<file path="config.mk">
export PLATFORM = sky130hd
export DESIGN_NAME = char_lcd_nibble_write_sequencer_flat
export DESIGN_NICKNAME = d
export VERILOG_FILES = /design/src/rtl/lcdseq_pkg.sv /design/src/rtl/lcdseq_in_if.sv /design/src/rtl/lcdseq_out_if.sv /design/src/rtl/lcdseq_cfg_regs.sv /design/src/rtl/lcdseq_engine.sv /design/src/rtl/char_lcd_nibble_write_sequencer.sv /design/src/flat_wrapper.sv
export SDC_FILE = /design/constraint.sdc
export NUM_CORES = 1
export LEC_CHECK = 0
export ABC_AREA = 1
export BUFFER_PORTS_ARGS = -buffer_cell sky130_fd_sc_hd__buf_2
export CAP_MARGIN = 20
export CORE_AREA = 5 5 102 124
export DETAILED_ROUTE_END_ITERATION = 10
export DIE_AREA = 0 0 107 129
export PLACE_DENSITY = 0.76
export SYNTH_ARGS = -nofsm -noshare
export SYNTH_HDL_FRONTEND = slang
export SYNTH_SLANG_ARGS = --single-unit
</file>
<file path="constraint.sdc">
create_clock -name clk -period 3.05 [get_ports clk]
set_clock_uncertainty 0.1 [all_clocks]
set_input_delay 0.61 -clock clk [delete_from_list [all_inputs] [get_ports clk]]
set_output_delay 0.61 -clock clk [all_outputs]
set_load 0.03 [all_outputs]
</file>
<file path="src/rtl/lcdseq_pkg.sv">
package lcdseq_pkg;

  localparam logic [2:0] INIT_COUNT = 3'd6;
  localparam logic [2:0] INIT_LAST  = 3'd5;

  localparam logic [1:0] OP_CMD   = 2'd0;
  localparam logic [1:0] OP_DATA  = 2'd1;
  localparam logic [1:0] OP_CLEAR = 2'd2;
  localparam logic [1:0] OP_GOTO  = 2'd3;

  localparam logic [1:0] CFG_ENABLE_PULSE = 2'd0;
  localparam logic [1:0] CFG_NIBBLE_GAP   = 2'd1;
  localparam logic [1:0] CFG_SETTLE       = 2'd2;
  localparam logic [1:0] CFG_POWER_UP     = 2'd3;

  localparam logic [7:0] CMD_CLEAR = 8'h01;
  localparam logic [7:0] CMD_ROW0  = 8'h80;
  localparam logic [7:0] CMD_ROW1  = 8'hC0;

  typedef struct packed {
    logic       tick;
    logic       req_valid;
    logic [1:0] opcode;
    logic [7:0] byte_value;
    logic [5:0] column;
    logic       row;
  } item_t;

  typedef struct packed {
    logic [7:0]  enable_pulse_us;
    logic [15:0] nibble_gap_us;
    logic [15:0] settle_us;
    logic [15:0] power_up_us;
  } cfg_t;

  // power-up command list for 4-bit mode
  function automatic logic [7:0] init_byte(input logic [2:0] step);
    logic [7:0] b;
    case (step)
      3'd0: b = 8'h33;
      3'd1: b = 8'h32;
      3'd2: b = 8'h28;
      3'd3: b = 8'h0C;
      3'd4: b = 8'h06;
      3'd5: b = 8'h01;
      default: b = 8'h00;
    endcase
    return b;
  endfunction

endpackage

</file>
<file path="src/rtl/lcdseq_in_if.sv">
interface lcdseq_in_if;
  logic       valid;
  logic       ready;
  logic       tick;
  logic       req_valid;
  logic [1:0] opcode;
  logic [7:0] byte_value;
  logic [5:0] column;
  logic       row;

  modport source (
    output valid, tick, req_valid, opcode, byte_value, column, row,
    input  ready
  );
  modport sink (
    input  valid, tick, req_valid, opcode, byte_value, column, row,
    output ready
  );
endinterface

</file>
<file path="src/rtl/lcdseq_out_if.sv">
interface lcdseq_out_if;
  logic       valid;
  logic       ready;
  logic [3:0] lcd_nibble;
  logic       lcd_rs;
  logic       lcd_rw;
  logic       lcd_en;
  logic       busy_res;
  logic       init_done;
  logic       request_dropped;

  modport source (
    output valid, lcd_nibble, lcd_rs, lcd_rw, lcd_en, busy_res, init_done,
           request_dropped,
    input  ready
  );
  modport sink (
    input  valid, lcd_nibble, lcd_rs, lcd_rw, lcd_en, busy_res, init_done,
           request_dropped,
    output ready
  );
endinterface

</file>
<file path="src/rtl/lcdseq_cfg_regs.sv">
module lcdseq_cfg_regs
  import lcdseq_pkg::*;
(
  input  logic        clk,
  input  logic        rst_n,
  input  logic        cfg_we,
  input  logic [1:0]  cfg_index,
  input  logic [15:0] cfg_wdata,
  output cfg_t        cfg
);

  cfg_t cfg_r;

  always_ff @(posedge clk) begin
    if (!rst_n) begin
      cfg_r.enable_pulse_us <= 8'd1;
      cfg_r.nibble_gap_us   <= 16'd100;
      cfg_r.settle_us       <= 16'd2000;
      cfg_r.power_up_us     <= 16'd20000;
    end else if (cfg_we) begin
      case (cfg_index)
        CFG_ENABLE_PULSE: cfg_r.enable_pulse_us <= cfg_wdata[7:0];
        CFG_NIBBLE_GAP:   cfg_r.nibble_gap_us   <= cfg_wdata;
        CFG_SETTLE:       cfg_r.settle_us       <= cfg_wdata;
        CFG_POWER_UP:     cfg_r.power_up_us     <= cfg_wdata;
        default: ;
      endcase
    end
  end

  assign cfg = cfg_r;

endmodule

</file>
<file path="src/rtl/lcdseq_engine.sv">
module lcdseq_engine
  import lcdseq_pkg::*;
(
  input  logic         clk,
  input  logic         rst_n,
  input  logic         in_vld,
  input  item_t        item,
  input  cfg_t         cfg,
  output logic         in_rdy,
  lcdseq_out_if.source out_ch
);

  typedef enum logic [2:0] {
    PH_POWER, PH_EN_HI, PH_GAP, PH_EN_LO, PH_SETTLE, PH_EXTRA, PH_IDLE
  } phase_t;

  phase_t      phase_r, phase_nxt;
  logic [15:0] delay_count_r, delay_count_nxt;
  logic [7:0]  held_byte_r, held_byte_nxt;
  logic        held_select_r, held_select_nxt;
  logic [2:0]  init_step_r, init_step_nxt;
  logic        extra_settle_r, extra_settle_nxt;

  logic        out_vld_r;
  logic [3:0]  lcd_nibble_r;
  logic        lcd_rs_r;
  logic        lcd_en_r;
  logic        busy_r;
  logic        init_done_r;
  logic        dropped_r;

  logic        step;
  logic        dropped;
  logic [15:0] cnt_inc;
  logic [15:0] len;
  logic [2:0]  step_inc;
  logic [7:0]  goto_byte;

  assign in_rdy = !out_vld_r || out_ch.ready;
  assign step   = in_vld && in_rdy;

  always_comb begin
    case (phase_r)
      PH_POWER: len = cfg.power_up_us;
      PH_EN_HI: len = {8'd0, cfg.enable_pulse_us};
      PH_GAP:   len = cfg.nibble_gap_us;
      PH_EN_LO: len = {8'd0, cfg.enable_pulse_us};
      default:  len = cfg.settle_us;
    endcase
  end

  assign cnt_inc   = delay_count_r + 16'd1;
  assign step_inc  = init_step_r + 3'd1;
  assign goto_byte = (item.row ? CMD_ROW1 : CMD_ROW0) + {2'b00, item.column};

  always_comb begin
    phase_nxt        = phase_r;
    delay_count_nxt  = delay_count_r;
    held_byte_nxt    = held_byte_r;
    held_select_nxt  = held_select_r;
    init_step_nxt    = init_step_r;
    extra_settle_nxt = extra_settle_r;
    dropped          = 1'b0;

    if (phase_r == PH_IDLE) begin
      if (item.req_valid) begin
        phase_nxt        = PH_EN_HI;
        delay_count_nxt  = '0;
        held_select_nxt  = 1'b0;
        extra_settle_nxt = 1'b0;
        case (item.opcode)
          OP_CMD: held_byte_nxt = item.byte_value;
          OP_DATA: begin
            held_byte_nxt   = item.byte_value;
            held_select_nxt = 1'b1;
          end
          OP_CLEAR: begin
            held_byte_nxt    = CMD_CLEAR;
            extra_settle_nxt = 1'b1;
          end
          default: held_byte_nxt = goto_byte;
        endcase
      end
    end else begin
      dropped = item.req_valid;
      if (item.tick) begin
        if (cnt_inc < len) begin
          delay_count_nxt = cnt_inc;
        end else begin
          delay_count_nxt = '0;
          case (phase_r)
            PH_POWER: begin
              init_step_nxt    = '0;
              held_byte_nxt    = init_byte(3'd0);
              held_select_nxt  = 1'b0;
              extra_settle_nxt = 1'b0;
              phase_nxt        = PH_EN_HI;
            end
            PH_EN_HI: phase_nxt = PH_GAP;
            PH_GAP:   phase_nxt = PH_EN_LO;
            PH_EN_LO: phase_nxt = PH_SETTLE;
            default: begin
              if (phase_r == PH_SETTLE && extra_settle_r) begin
                phase_nxt = PH_EXTRA;
              end else if (init_step_r < INIT_COUNT) begin
                init_step_nxt = step_inc;
                if (step_inc < INIT_COUNT) begin
                  // next command of the power-up list
                  held_byte_nxt    = init_byte(step_inc);
                  held_select_nxt  = 1'b0;
                  extra_settle_nxt = (step_inc == INIT_LAST);
                  phase_nxt        = PH_EN_HI;
                end else begin
                  phase_nxt = PH_IDLE;
                end
              end else begin
                phase_nxt = PH_IDLE;
              end
            end
          endcase
        end
      end
    end
  end

  always_ff @(posedge clk) begin
    if (!rst_n) begin
      phase_r        <= PH_POWER;
      delay_count_r  <= '0;
      held_byte_r    <= '0;
      held_select_r  <= 1'b0;
      init_step_r    <= '0;
      extra_settle_r <= 1'b0;
      out_vld_r      <= 1'b0;
    end else begin
      if (step) begin
        phase_r        <= phase_nxt;
        delay_count_r  <= delay_count_nxt;
        held_byte_r    <= held_byte_nxt;
        held_select_r  <= held_select_nxt;
        init_step_r    <= init_step_nxt;
        extra_settle_r <= extra_settle_nxt;
        out_vld_r      <= 1'b1;
      end else if (out_ch.ready) begin
        out_vld_r <= 1'b0;
      end
    end
  end

  // result register shows the state left by the request
  always_ff @(posedge clk) begin
    if (step) begin
      lcd_nibble_r <= (phase_nxt == PH_EN_HI || phase_nxt == PH_GAP) ?
                      held_byte_nxt[7:4] : held_byte_nxt[3:0];
      lcd_rs_r     <= held_select_nxt;
      lcd_en_r     <= (phase_nxt == PH_EN_HI || phase_nxt == PH_EN_LO);
      busy_r       <= (phase_nxt != PH_IDLE);
      init_done_r  <= (init_step_nxt >= INIT_COUNT);
      dropped_r    <= dropped;
    end
  end

  assign out_ch.valid           = out_vld_r;
  assign out_ch.lcd_nibble      = lcd_nibble_r;
  assign out_ch.lcd_rs          = lcd_rs_r;
  assign out_ch.lcd_rw          = 1'b0;
  assign out_ch.lcd_en          = lcd_en_r;
  assign out_ch.busy_res        = busy_r;
  assign out_ch.init_done       = init_done_r;
  assign out_ch.request_dropped = dropped_r;

  a_idle_after_init: assert property (@(posedge clk) disable iff (!rst_n)
    phase_r == PH_IDLE |-> init_step_r == INIT_COUNT)
    else $error("idle reached before init finished");

  a_init_step_range: assert property (@(posedge clk) disable iff (!rst_n)
    init_step_r <= INIT_COUNT)
    else $error("init step out of range");

  a_drop_when_busy: assert property (@(posedge clk) disable iff (!rst_n)
    step && item.req_valid && phase_r != PH_IDLE |=> dropped_r && out_vld_r)
    else $error("busy request not flagged");

  a_en_means_busy: assert property (@(posedge clk) disable iff (!rst_n)
    out_vld_r && lcd_en_r |-> busy_r)
    else $error("enable strobe while idle");

  a_power_pins_low: assert property (@(posedge clk) disable iff (!rst_n)
    step && phase_nxt == PH_POWER |=> !lcd_en_r && !lcd_rs_r && lcd_nibble_r == 4'd0)
    else $error("pins driven during power-up wait");

endmodule

</file>
<file path="src/rtl/char_lcd_nibble_write_sequencer.sv">
// Character LCD write sequencer, 4-bit bus. Each request on in_ch carries a
// microsecond tick flag and an optional command, data, clear or cursor-position
// request; one result per request comes back on out_ch with the LCD pin levels
// and status after that request. Throughput is one request per clock unless out_ch
// holds off: a request is captured in an input register, the phase/delay state
// machine advances in a single step, and the pins land in the result register.
// After reset the sequencer counts power_up_us ticks with all pins low, then
// sends the six init commands; any request that arrives while a transfer or init
// is running is dropped and flagged. The user writes timing registers through
// cfg_* only while the block is idle; the block itself does not enforce this.
module char_lcd_nibble_write_sequencer
  import lcdseq_pkg::*;
(
  input  logic        clk,
  input  logic        rst_n,
  lcdseq_in_if.sink   in_ch,
  lcdseq_out_if.source out_ch,
  input  logic        cfg_we,
  input  logic [1:0]  cfg_index,
  input  logic [15:0] cfg_wdata
);

  logic  in_vld_r;
  item_t item_r;
  logic  eng_rdy;
  cfg_t  cfg;

  assign in_ch.ready = !in_vld_r || eng_rdy;

  always_ff @(posedge clk) begin
    if (!rst_n) begin
      in_vld_r <= 1'b0;
    end else if (in_ch.ready) begin
      in_vld_r <= in_ch.valid;
    end
  end

  always_ff @(posedge clk) begin
    if (in_ch.valid && in_ch.ready) begin
      item_r.tick       <= in_ch.tick;
      item_r.req_valid  <= in_ch.req_valid;
      item_r.opcode     <= in_ch.opcode;
      item_r.byte_value <= in_ch.byte_value;
      item_r.column     <= in_ch.column;
      item_r.row        <= in_ch.row;
    end
  end

  lcdseq_cfg_regs u_cfg (
    .clk       (clk),
    .rst_n     (rst_n),
    .cfg_we    (cfg_we),
    .cfg_index (cfg_index),
    .cfg_wdata (cfg_wdata),
    .cfg       (cfg)
  );

  lcdseq_engine u_engine (
    .clk    (clk),
    .rst_n  (rst_n),
    .in_vld (in_vld_r),
    .item   (item_r),
    .cfg    (cfg),
    .in_rdy (eng_rdy),
    .out_ch (out_ch)
  );

endmodule

</file>
<file path="src/flat_wrapper.sv">
// flat-port wrapper written by rule: the top's interface ports become plain ports
module char_lcd_nibble_write_sequencer_flat import lcdseq_pkg::*;
  (clk, rst_n, cfg_we, cfg_index, cfg_wdata, in_ch_valid, in_ch_tick, in_ch_req_valid, in_ch_opcode, in_ch_byte_value, in_ch_column, in_ch_row, in_ch_ready, out_ch_valid, out_ch_lcd_nibble, out_ch_lcd_rs, out_ch_lcd_rw, out_ch_lcd_en, out_ch_busy_res, out_ch_init_done, out_ch_request_dropped, out_ch_ready);
  lcdseq_in_if in_ch_i ();
  lcdseq_out_if out_ch_i ();
  input  logic clk;
  input  logic rst_n;
  input  logic cfg_we;
  input  logic [1:0] cfg_index;
  input  logic [15:0] cfg_wdata;
  input wire logic [$bits(in_ch_i.valid)-1:0] in_ch_valid;
  input wire logic [$bits(in_ch_i.tick)-1:0] in_ch_tick;
  input wire logic [$bits(in_ch_i.req_valid)-1:0] in_ch_req_valid;
  input wire logic [$bits(in_ch_i.opcode)-1:0] in_ch_opcode;
  input wire logic [$bits(in_ch_i.byte_value)-1:0] in_ch_byte_value;
  input wire logic [$bits(in_ch_i.column)-1:0] in_ch_column;
  input wire logic [$bits(in_ch_i.row)-1:0] in_ch_row;
  output wire logic [$bits(in_ch_i.ready)-1:0] in_ch_ready;
  output wire logic [$bits(out_ch_i.valid)-1:0] out_ch_valid;
  output wire logic [$bits(out_ch_i.lcd_nibble)-1:0] out_ch_lcd_nibble;
  output wire logic [$bits(out_ch_i.lcd_rs)-1:0] out_ch_lcd_rs;
  output wire logic [$bits(out_ch_i.lcd_rw)-1:0] out_ch_lcd_rw;
  output wire logic [$bits(out_ch_i.lcd_en)-1:0] out_ch_lcd_en;
  output wire logic [$bits(out_ch_i.busy_res)-1:0] out_ch_busy_res;
  output wire logic [$bits(out_ch_i.init_done)-1:0] out_ch_init_done;
  output wire logic [$bits(out_ch_i.request_dropped)-1:0] out_ch_request_dropped;
  input wire logic [$bits(out_ch_i.ready)-1:0] out_ch_ready;
  assign in_ch_i.valid = in_ch_valid;
  assign in_ch_i.tick = in_ch_tick;
  assign in_ch_i.req_valid = in_ch_req_valid;
  assign in_ch_i.opcode = in_ch_opcode;
  assign in_ch_i.byte_value = in_ch_byte_value;
  assign in_ch_i.column = in_ch_column;
  assign in_ch_i.row = in_ch_row;
  assign in_ch_ready = in_ch_i.ready;
  assign out_ch_valid = out_ch_i.valid;
  assign out_ch_lcd_nibble = out_ch_i.lcd_nibble;
  assign out_ch_lcd_rs = out_ch_i.lcd_rs;
  assign out_ch_lcd_rw = out_ch_i.lcd_rw;
  assign out_ch_lcd_en = out_ch_i.lcd_en;
  assign out_ch_busy_res = out_ch_i.busy_res;
  assign out_ch_init_done = out_ch_i.init_done;
  assign out_ch_request_dropped = out_ch_i.request_dropped;
  assign out_ch_i.ready = out_ch_ready;
  char_lcd_nibble_write_sequencer u_core (.clk(clk), .rst_n(rst_n), .in_ch(in_ch_i), .out_ch(out_ch_i), .cfg_we(cfg_we), .cfg_index(cfg_index), .cfg_wdata(cfg_wdata));
endmodule
</file>
Word level (Yosys, flattened, before mapping)
Index checks and enable logic that the tools add are counted.

storage, ports and cells
  logic and storage cells = 131
  output and inout bits = 12
  input bits = 42
  flip-flop bits (word level) = 118

operators by class
  $lt $le $gt $ge = 4
  add/subtract/negate cells = 3
  reductions and logical operators = 26
  eq/ne operators = 23
  mux-type cells = 51

operators with widths
  operator                                                          number
  16-bit 2-to-1 mux                                                 4
  8-bit 2-to-1 mux                                                  7
  16-bit case mux with 3 select lines                               1
  3-bit 2-to-1 mux                                                  12
  6-bit case mux with 6 select lines                                1
  8-bit case mux with 2 select lines                                2
  3-bit by 2-bit == test with 1-bit output (second input constant)  6
  1-bit 2-to-1 mux                                                  18
  16-bit by 1-bit adder with 16-bit output (second input constant)  1
  16-bit less-than comparator                                       1
  3-bit == test (second input constant)                             4
  3-bit case mux with 4 select lines                                1
  3-bit by 1-bit == test with 1-bit output (second input constant)  3
  8-bit by 6-bit adder with 8-bit output                            1
  2-bit AND reduction                                               4
  8-bit AND reduction                                               1
  7-bit 2-to-1 mux                                                  1
  2-bit == test (second input constant)                             3
  3-bit zero test                                                   2
  3-bit less-than comparator (second input constant)                2
  3-bit case mux with 2 select lines                                1
  3-bit nonzero test                                                2
  2-bit by 1-bit == test with 1-bit output (second input constant)  2
  2-bit zero test                                                   2
  other kinds (15)                                                  25

Logic depth before layout (Yosys ltp)
Gate-level depths: netlist of the first run.

  depth after elaboration = 12
  gate-level depth with buffers = 23
  mapped depth without buffers = 23

Cells and area by module
Synthesis of the first run repeated with hierarchy kept, for this count alone.

unflattened totals
  cells, all modules = 859
  area, all modules = 6338.6 µm²

modules (own cells, without submodules)
  module                           area each (µm²)  seq. area each (µm²)  instances  cells an instance
  lcdseq_engine                    3470.8           930.9                 1          498
  lcdseq_cfg_regs                  2245.9           1121.1                1          335
  char_lcd_nibble_write_sequencer  621.8            590.6                 1          26

Worst setup path after synthesis of the first run
Ideal clock, no wire load.

  path type = register -> register
  start = reg u_core.u_engine.phase_r[1]
  end = reg u_core.u_engine.lcd_nibble_r[0], in the netlist u_core.u_engine.out_ch.lcd_nibble[0], data pin
  clock period less this slack = 3.030 ns
  buffers on the path = 1
  path slack = 0.020 ns
  required time = 2.696 ns
  cell stages (with the launch flop) = 18
  setup time = 0.254 ns
  arrival = 2.676 ns
  cells stage by stage = dfxtp_1 -> inv_1 -> nor2_2 -> clkbuf_1 -> a221o_1 -> o21ai_0 -> ha_1 -> nand2_1 -> o21a_1 -> o221a_2 -> nand2_4 -> nand3_1 -> nand2_1 -> inv_2 -> a21oi_4 -> nand3_2 -> nand3_1 -> nand2_1

on the way
  cells in the longest elaborated chain, start to end = 10
  elaborated cells on any way between the ends = 26
  classes of those cells = order compare (1); eq/ne (7); mux (13); reduce/logical (5)

RTL lines
  what                                                                                                  line                                       source
  start: declaration                                                                                    lcdseq_engine.sv:17                        phase_t phase_r, phase_nxt;
  start signal: assignment                                                                              lcdseq_engine.sv:137                       phase_r <= phase_nxt;
  3-bit by 2-bit == test with 1-bit output (tied with other cells)                                      lcdseq_engine.sv:43, lcdseq_engine.sv:91
  2-bit OR reduction (no source line) or 1-bit logical AND (tied branches)                              --
  16-bit case mux with 3 select lines or 3-bit 2-to-1 mux (tied branches)                               lcdseq_engine.sv:43, lcdseq_engine.sv:103
  16-bit less-than comparator or 3-bit case mux with 4 select lines (tied branches)                     lcdseq_engine.sv:87, lcdseq_engine.sv:91
  3-bit 2-to-1 mux                                                                                      lcdseq_engine.sv:87                        if (cnt_inc < len) begin
  3-bit 2-to-1 mux                                                                                      lcdseq_engine.sv:86                        if (item.tick) begin
  3-bit 2-to-1 mux                                                                                      lcdseq_engine.sv:65                        if (phase_r == PH_IDLE) begin
  3-bit by 1-bit == test with 1-bit output or 3-bit by 2-bit == test with 1-bit output (tied branches)  lcdseq_engine.sv:153                       lcd_nibble_r <= (phase_nxt == PH_EN_HI || phase_nxt == PH_GAP) ?
  1-bit logical OR                                                                                      lcdseq_engine.sv:153
  4-bit 2-to-1 mux (*)                                                                                  lcdseq_engine.sv:153
  end signal: assignment                                                                                lcdseq_engine.sv:153
  end: declaration                                                                                      lcdseq_engine.sv:25                        logic [3:0] lcd_nibble_r;

Every way passes the cells marked *; elsewhere a longest branch is shown, timed or not.
A chain may end at the register's enable or synchronous reset.

Worst setup path after layout of the first run
  start = reg u_core.u_engine.phase_r[1]
  end = reg u_core.u_engine.busy_r, in the netlist u_core.u_engine.out_ch.busy_res, data pin

on the way
  cells in the longest elaborated chain, start to end = 8
  elaborated cells on any way between the ends = 17
  classes of those cells = order compare (1); eq/ne (6); mux (7); reduce/logical (3)

RTL lines
  what                                                                               line                                       source
  3-bit by 2-bit == test with 1-bit output (tied with other cells)                   lcdseq_engine.sv:43, lcdseq_engine.sv:91
  2-bit OR reduction (no source line) or 1-bit logical AND (tied branches)           --
  16-bit case mux with 3 select lines or 3-bit 2-to-1 mux (tied branches)            lcdseq_engine.sv:43, lcdseq_engine.sv:103
  16-bit less-than comparator or 3-bit case mux with 4 select lines (tied branches)  lcdseq_engine.sv:87, lcdseq_engine.sv:91
  3-bit 2-to-1 mux                                                                   lcdseq_engine.sv:87
  3-bit 2-to-1 mux                                                                   lcdseq_engine.sv:86
  3-bit 2-to-1 mux (*)                                                               lcdseq_engine.sv:65
  3-bit inequality test (*)                                                          lcdseq_engine.sv:157                       busy_r <= (phase_nxt != PH_IDLE);
  end signal: assignment                                                             lcdseq_engine.sv:157
  end: declaration                                                                   lcdseq_engine.sv:28                        logic busy_r;

Marked as above.

==> reports/qor.csv, run 1 <==
metric,value,unit
portBuffers,52,
p_sw,0.00107,W
synth_cell_types,41,
r2r-end,u_core.u_engine.out_ch.busy_res,
ir_worst_vdd,0.350,mV
antenna_found_initial,0,
sequentialPowerShare,41.9,%
whs,265,ps
drv_slew,0,
grt_usage,23.8,%
synthCells,787,
initial_core_util,52.7,%
critical_path_class,register to register,
synth.avg_cell_area,7.57,µm²
violations,negative setup slack,
hold_class,input pin to register,
overflow,0,
max_freq,304,MHz
multi_input_area,3080,µm²
dieArea,13800,µm²
clock_sinks,118,
worstMarginPinSlew,755,ps
required,3110,ps
holdCritStartpoint,in_ch_row,
vias_per_cell,5.71,
n_antenna_cell,0,
cts-buffers-inserted,17,
crit_cells,18,
cts.clk_slew.worst_paths,50,ps
crit_slowest_cell,ha_1,
area_growth,26.5,%
drt_iter0_markers,406,
finalNetCount,949,
crit_path_frequent_cell,nand2_2,
setup_ws,-243,ps
layout-drive-gt1-share,24.4,%
wirelength,16600,µm
whs_path_depth,1,
ys_seq_area_share,44.4,%
drc,0,
p_per_area,547,nW/µm²
drt-pass1-iter-count,6,
swShare,26.0,%
synth-simple-area-share,23.1,%
root_buffer,clkbuf_16,
utilization,66.7,%
clkPwrFrac,45.5,%
timing.critical_path.fanout_max,8,
synth_mux_area_share,0,%
dp.final_hpwl,10700,µm
crit_path_end_kind,register,
register_area,2650,µm²
insertion_delay,420,ps
reg2regPathDepth,18,
max_cap_viol_count,0,
syn-num-nets,851,
syn_area,5960,µm²
grt_pass1_wl,26000,µm
nFillCells,898,
slew_headroom,49.6,%
grt_max_degree,62,
ant_nets,0,
synth_compound_area_share,18.3,%
rsz0062_at_grt,true,
path_cells,buf_6 > nor2_4 > clkinvlp_4 > buf_6 > o211ai_1 > o21ai_1 > ha_1 > nand4_1 > nor3_2 > nand2_2 > nand2_4 > nand2_4 > nand2_2 > nand3_2 > nand2_2 > buf_4 > buf_4 > nand3_1,
intPower,0.00305,W
core_area,11300,µm²
die_y,129,µm
power.leakage,3.40,nW
synth_seq_cells,118,
ys_warn_count,0,
slowest_delay,340,ps
final_cell_mix,"133 x nand2_1, 96 x nor2_1, 85 x dfxtp_1",
fin_crit_sh,108,%
h-tree-depth,4,
place_congestion,0.918,
status,"complete, but fails checks",
grt_pass1_vias,5707,
finalHoldViolCount,0,
timing.rr.start,u_core.u_engine.phase_r[1],
layout_commonest_cell,nand2_1,
row_count,43,
r2r_slack,-240,ps
synth-adder-area-share,4.62,%
setup_viol,38,
min_period,3290,ps
path_buf_inv,5,
vias,5903,
cpLargestDelayFamily,simple AND/OR/NAND/NOR gates,
cp_data_arrival_time,3360,ps
synth_top_family_by_area,simple AND/OR/NAND/NOR gates,
cts_tree,yes,
crit_path_start_kind,register,
die_w,107,µm
io-pin-count,54,
synth-xor-area-share,1.62,%
power_frac_comb,12.6,%
wl_per_cell,16.0,µm
cts_buffer_depth,2,
min_to,u_core.item_r[0],
## Yosys cell counts, drive strengths merged
cell type	instances	area [µm²]
o211ai	9	67.6
clkbuf	26	97.6
o2111ai	6	52.6
inv	90	338
nand3	57	318
nor2	110	438
a221o	4	40.0
o21bai	1	7.51
buf	7	35.0
a22oi	8	60.1
nand2	145	572
nand4	2	12.5
nor3	7	35.0
clkinv	1	3.75
ha	22	275
o221a	1	11.3
xor2	7	61.3
o31ai	2	15.0
edfxtp	28	841
o21a	3	22.5
conb	1	3.75
a31oi	1	6.26
o22ai	4	25.0
a21oi	54	285
a211oi	2	15.0
a221oi	2	17.5
o21ai	93	465
xnor2	4	35.0
dfxtp	90	1800
## power groups by stage
stage	clock network, W	registers [W]	logic [W]
after floorplan	0	0.00175	0.000286
after global placement	0	0.00175	0.000443
after detailed placement	0	0.00175	0.000455
after CTS	0.00189	0.00172	0.000490
after global routing	0.00198	0.00173	0.000572
final	0.00188	0.00173	0.000520
## area by class of cell
type                            instances  area share [%]
Timing Repair inverter                  1          0.0996
Timing Repair Buffer                  111            9.63
Inverter                               91            4.65
Clock inverter                          9            1.01
Clock buffer                           23            6.34
Sequential cell                       118            35.2
Tap cell                              135            2.24
Multi-Input combinational cell        545            40.8
## flip-flops by register name, summed over array words and instances (netlist names), named ones only
| signal | cells |
|---|---|
| u_core.u_cfg.cfg | 56 |
| u_core.item_r | 19 |
| u_core.u_engine.delay_count_r | 16 |
| u_core.u_engine.held_byte_r | 8 |
| u_core.u_engine.out_ch.lcd_nibble | 4 |
| u_core.u_engine.phase_r | 3 |
| u_core.u_engine.init_step_r | 2 |
| u_core.in_vld_r | 1 |
| u_core.u_engine.extra_settle_r | 1 |
| u_core.u_engine.held_select_r | 1 |
| u_core.u_engine.out_ch.busy_res | 1 |
| u_core.u_engine.out_ch.init_done | 1 |
| u_core.u_engine.out_ch.lcd_en | 1 |
| u_core.u_engine.out_ch.lcd_rs | 1 |
| u_core.u_engine.out_ch.request_dropped | 1 |
| u_core.u_engine.out_ch.valid | 1 |
## how the worst max path moves through the flow
stage	start	endpoint	slack (ps)
after CTS	u_core.u_engine.delay_count_r[0]	u_core.u_engine.out_ch.lcd_nibble[2]	-110
after detailed placement	u_core.u_engine.delay_count_r[1]	u_core.u_engine.out_ch.lcd_nibble[2]	-200
after global routing	u_core.u_engine.delay_count_r[1]	u_core.u_engine.out_ch.lcd_nibble[3]	-450
final	u_core.u_engine.phase_r[1]	u_core.u_engine.out_ch.busy_res	-240
after global placement	u_core.u_engine.delay_count_r[1]	u_core.u_engine.out_ch.lcd_nibble[2]	-70
after floorplan	u_core.u_engine.phase_r[1]	u_core.u_engine.out_ch.lcd_nibble[0]	20
## kinds of logic (layout without fill, tap and decap cells)
| group | after synthesis | after routing |
|---|---|---|
| simple gates | 321 | 321 |
| compound gates | 190 | 190 |
| buf+inv | 124 | 235 |
| flops | 118 | 118 |
| fa+ha+maj | 22 | 22 |
| xor+xnor | 11 | 11 |
| other cells | 1 | 1 |
## through the flow
stage	setup slack [ps]	instance area, µm²	setup TNS, ps	power [W]	instances
5_1_grt	-452	7540	-11320	0.00428	1033
3_5_place_dp	-204	6560	-2380	0.00221	981
2_1_floorplan	19.8	5960	0	0.00204	787
3_3_place_gp	-72.0	6560	-316	0.00220	981
6_report	-243	7540	-4360	0.00412	1033
4_1_cts	-110	7320	-1360	0.00411	1024
## routing by layer
metal  global-route usage [%]  vias up  routed length [µm]  part of all wire [%]
li1                         -     2812                   -                     -
met1                     24.9     2767                6060                    37
met2                     42.6      260                8570                    52
met3                     6.17       64                1040                   6.3
met4                     14.7        0                 888                   5.4
met5                        0        -                   0                     0
## timing repair
item | 4_1_cts | 5_1_grt
endpoints found under the setup margin | 37 | 39
cloned | 1 | 0
hold buffers | 0 | 0
pin swaps | 17 | 25
gates resized for setup | 42 | 49
setup buffers | 10 | 9
No activity file was read; power rests on OpenSTA's default activity.
==> inputs of run 2 (changes only) <==
--- a/config.mk
+++ b/config.mk
@@ -6,12 +6,13 @@
 export NUM_CORES = 1
 export LEC_CHECK = 0
 export ABC_AREA = 1
-export BUFFER_PORTS_ARGS = -buffer_cell sky130_fd_sc_hd__buf_2
 export CAP_MARGIN = 20
-export CORE_AREA = 5 5 102 124
+export CORE_AREA = 2 2 97 117
 export DETAILED_ROUTE_END_ITERATION = 10
-export DIE_AREA = 0 0 107 129
-export PLACE_DENSITY = 0.76
+export DIE_AREA = 0 0 99 119
+export DONT_BUFFER_PORTS = 1
+export PLACE_DENSITY = 0.75
+export RECOVER_POWER = 25
 export SYNTH_ARGS = -nofsm -noshare
 export SYNTH_HDL_FRONTEND = slang
 export SYNTH_SLANG_ARGS = --single-unit
==> run 2 against run 1 <==
  * The flow still finishes with violations (negative setup slack)
  * Hold slack worse by 79 ps
  * Die area down 15%
  * Count of clock-buffer cells in the layout down 1
  * Register-to-register slack worse by 20 ps
  * Sequential power about the same
  * Critical path depth up 2
  * Setup slack worse by 18 ps
==> reports/qor.csv, run 2 (same netlist as run 1, synthesis figures left out) <==
metric,value,unit,change
antenna_found_initial,0,,unchanged
hold_class,input pin to register,,
crit_path_start_kind,register,,
whs,186,ps,-78.8 ps
routed.top_layer,met4,,
crit_slowest_cell,dfxtp_4,,
min_period,3310,ps,+17.9 ps
overflow,0,,unchanged
required,3120,ps,about the same
swShare,24.8,%,-1.2 points
clock_sinks,118,,unchanged
met1Wirelength,6050,µm,-0.13%
placed_area,6250,µm²,-4.6%
layout_commonest_cell,nand2_1,,
drt_iter0_markers,412,,+1.5%
area_growth,23.4,%,
insertion_delay,420,ps,about the same
cts.clk_slew.worst_paths,60,ps,about the same
crit_path_end_kind,register,,
io-pin-count,54,,unchanged
p_per_area,589,nW/µm²,+7.8%
finalInstanceArea,7350,µm²,-2.5%
h-tree-depth,4,,unchanged
final_cell_mix,"130 x nand2_1, 96 x nor2_1, 86 x dfxtp_1",,
drv_slew,0,,unchanged
setup_viol,35,,-7.9%
worstMarginPinSlew,1020,ps,+266 ps
max_cap_viol_count,0,,unchanged
clkPwrFrac,49.5,%,+4.0 points
violations,negative setup slack,,
portBuffers,0,,-100%
ir_worst_vdd,0.407,mV,+16%
rsz0062_at_grt,true,,
grt_pass1_wl,25600,µm,-1.6%
finalHoldViolCount,0,,unchanged
register_area,2650,µm²,about the same
nFillCells,798,,-11%
cts-buffers-inserted,17,,unchanged
vias,5605,,-5.0%
timing.critical_path.fanout_max,8,,unchanged
vias_per_cell,5.78,,+1.2%
cp_data_arrival_time,3380,ps,+20 ps
drt-pass1-iter-count,5,,-1
cts_buffer_depth,2,,unchanged
dp.final_hpwl,10400,µm,-2.2%
wl_met2,8520,µm,-0.63%
ant_nets,0,,unchanged
die_y,119,µm,-7.8%
slowest_delay,360,ps,+20 ps
die_w,99,µm,-7.5%
path_cells,ha_4 > nand3_4 > nor2_1 > inv_1 > nor2_2 > inv_2 > nor2_1 > xor2_1 > ha_1 > a21oi_2 > o21a_1 > o221a_2 > nand2_4 > nand3_4 > nand2_4 > nand2_2 > nand2_2 > nand4_1 > nand3_1 > nand2_1,,
core_area,10800,µm²,-4.7%
slew_headroom,31.9,%,-18 points
intPower,0.00326,W,+6.8%
n_antenna_cell,0,,unchanged
grt_pass1_vias,5525,,-3.2%
fin_crit_sh,109,%,+0.59 points
wirelength,16200,µm,-2.3%
grt_max_degree,63,,+1.6%
status,"complete, but fails checks",,
initial_core_util,55.3,%,+2.6 points
post-place-ws,-242,ps,-37.9 ps
power.leakage,3.19,nW,-6.1%
dieArea,11800,µm²,-15%
drc,0,,unchanged
wl_met3,944,µm,-8.9%
sequentialPowerShare,40.2,%,-1.7 points
finalNetCount,889,,-6.3%
wl_per_cell,16.7,µm,+4.1%
setup_ws,-261,ps,-17.9 ps
critical_path_class,register to register,,
grt_usage,27.2,%,+3.3 points
max_freq,302,MHz,-0.54%
largest_reg_flops,56,,unchanged
place_congestion,0.941,,+2.5%
p_sw,0.00108,W,+0.43%
power_frac_comb,10.4,%,-2.2 points
multi_input_area,3140,µm²,+2.0%
root_buffer,clkbuf_16,,
layout-drive-gt1-share,19.8,%,-4.6 points
cts_tree,yes,,
row_count,42,,-2.3%
-- run 2: changes by cell type in the layout (fill, tap and decap cells not counted), moves of 3 or more --
cell	delta
a21oi_1	-3
buf_2	-52
buf_4	-6
buf_6	-3
clkbuf_16	+4
clkinv_2	-3
inv_2	-4
nand2_1	-3
nand2_2	+3
o21ai_0	-3
-- run 2: critical path: cells and delay by family (launching register included) --
family          cells  cell delay, ps
compound gates      3             520
buf+inv             2             160
flops               1             360
simple gates       12            1300
fa+ha+maj           2             370
xor+xnor            1             230
-- run 2: repair_timing --
action,CTS,global route
endpoints found under the setup margin,37,40
pin swaps,17,25
setup buffers,8,9
resized for setup,34,68
hold buffers,0,0
-- run 2: final cells by class --
cell class | instances | area share (%)
multi-input combinational | 545 | 42.7
sequential | 118 | 36.1
clock buffer | 22 | 7.34
timing repair buffer | 52 | 5.36
inverter | 91 | 4.87
tap | 132 | 2.25
clock inverter | 9 | 1.45
-- run 2: path summary, 6_finish.rpt --
check / from / endpoint / slack [ps] / depth (start not counted)
setup / recovery: u_core.u_engine.delay_count_r[1] / u_core.u_engine.out_ch.lcd_nibble[2] / -260 / 20
hold / removal: in_ch_column[0] / u_core.item_r[1] / 190 / 0
setup reg to reg: u_core.u_engine.delay_count_r[1] / u_core.u_engine.out_ch.lcd_nibble[2] / -260 / 20
hold reg to reg: u_core.u_engine.extra_settle_r / u_core.u_engine.extra_settle_r / 350 / 2
-- run 2: metal layers --
layer / vias to the layer above / GRT usage (%)
met5: - / 0
met1: 2616 / 29.3
met2: 230 / 48.4
li1: 2705 / -
met3: 54 / 5.87
met4: 0 / 15.7
-- run 2: power by group through the flow --
stage / Clock (W) / Combinational, W / Sequential [W]
final: 0.00214 / 0.000449 / 0.00174
after global routing: 0.00222 / 0.000501 / 0.00175
after CTS: 0.00215 / 0.000408 / 0.00174
after detailed placement: 0 / 0.000387 / 0.00177
after global placement: 0 / 0.000373 / 0.00177
after floorplan: 0 / 0.000286 / 0.00175
-- run 2: through the flow --
stage	power, W	setup TNS [ps]	std cells	util [%]
after detailed placement	0.00216	-3790	921	58.0
final	0.00433	-3800	969	68.2
after global routing	0.00447	-10410	969	68.2
after floorplan	0.00204	0	787	-
after global placement	0.00214	-328	921	58.0
after CTS	0.00430	-649	960	65.6
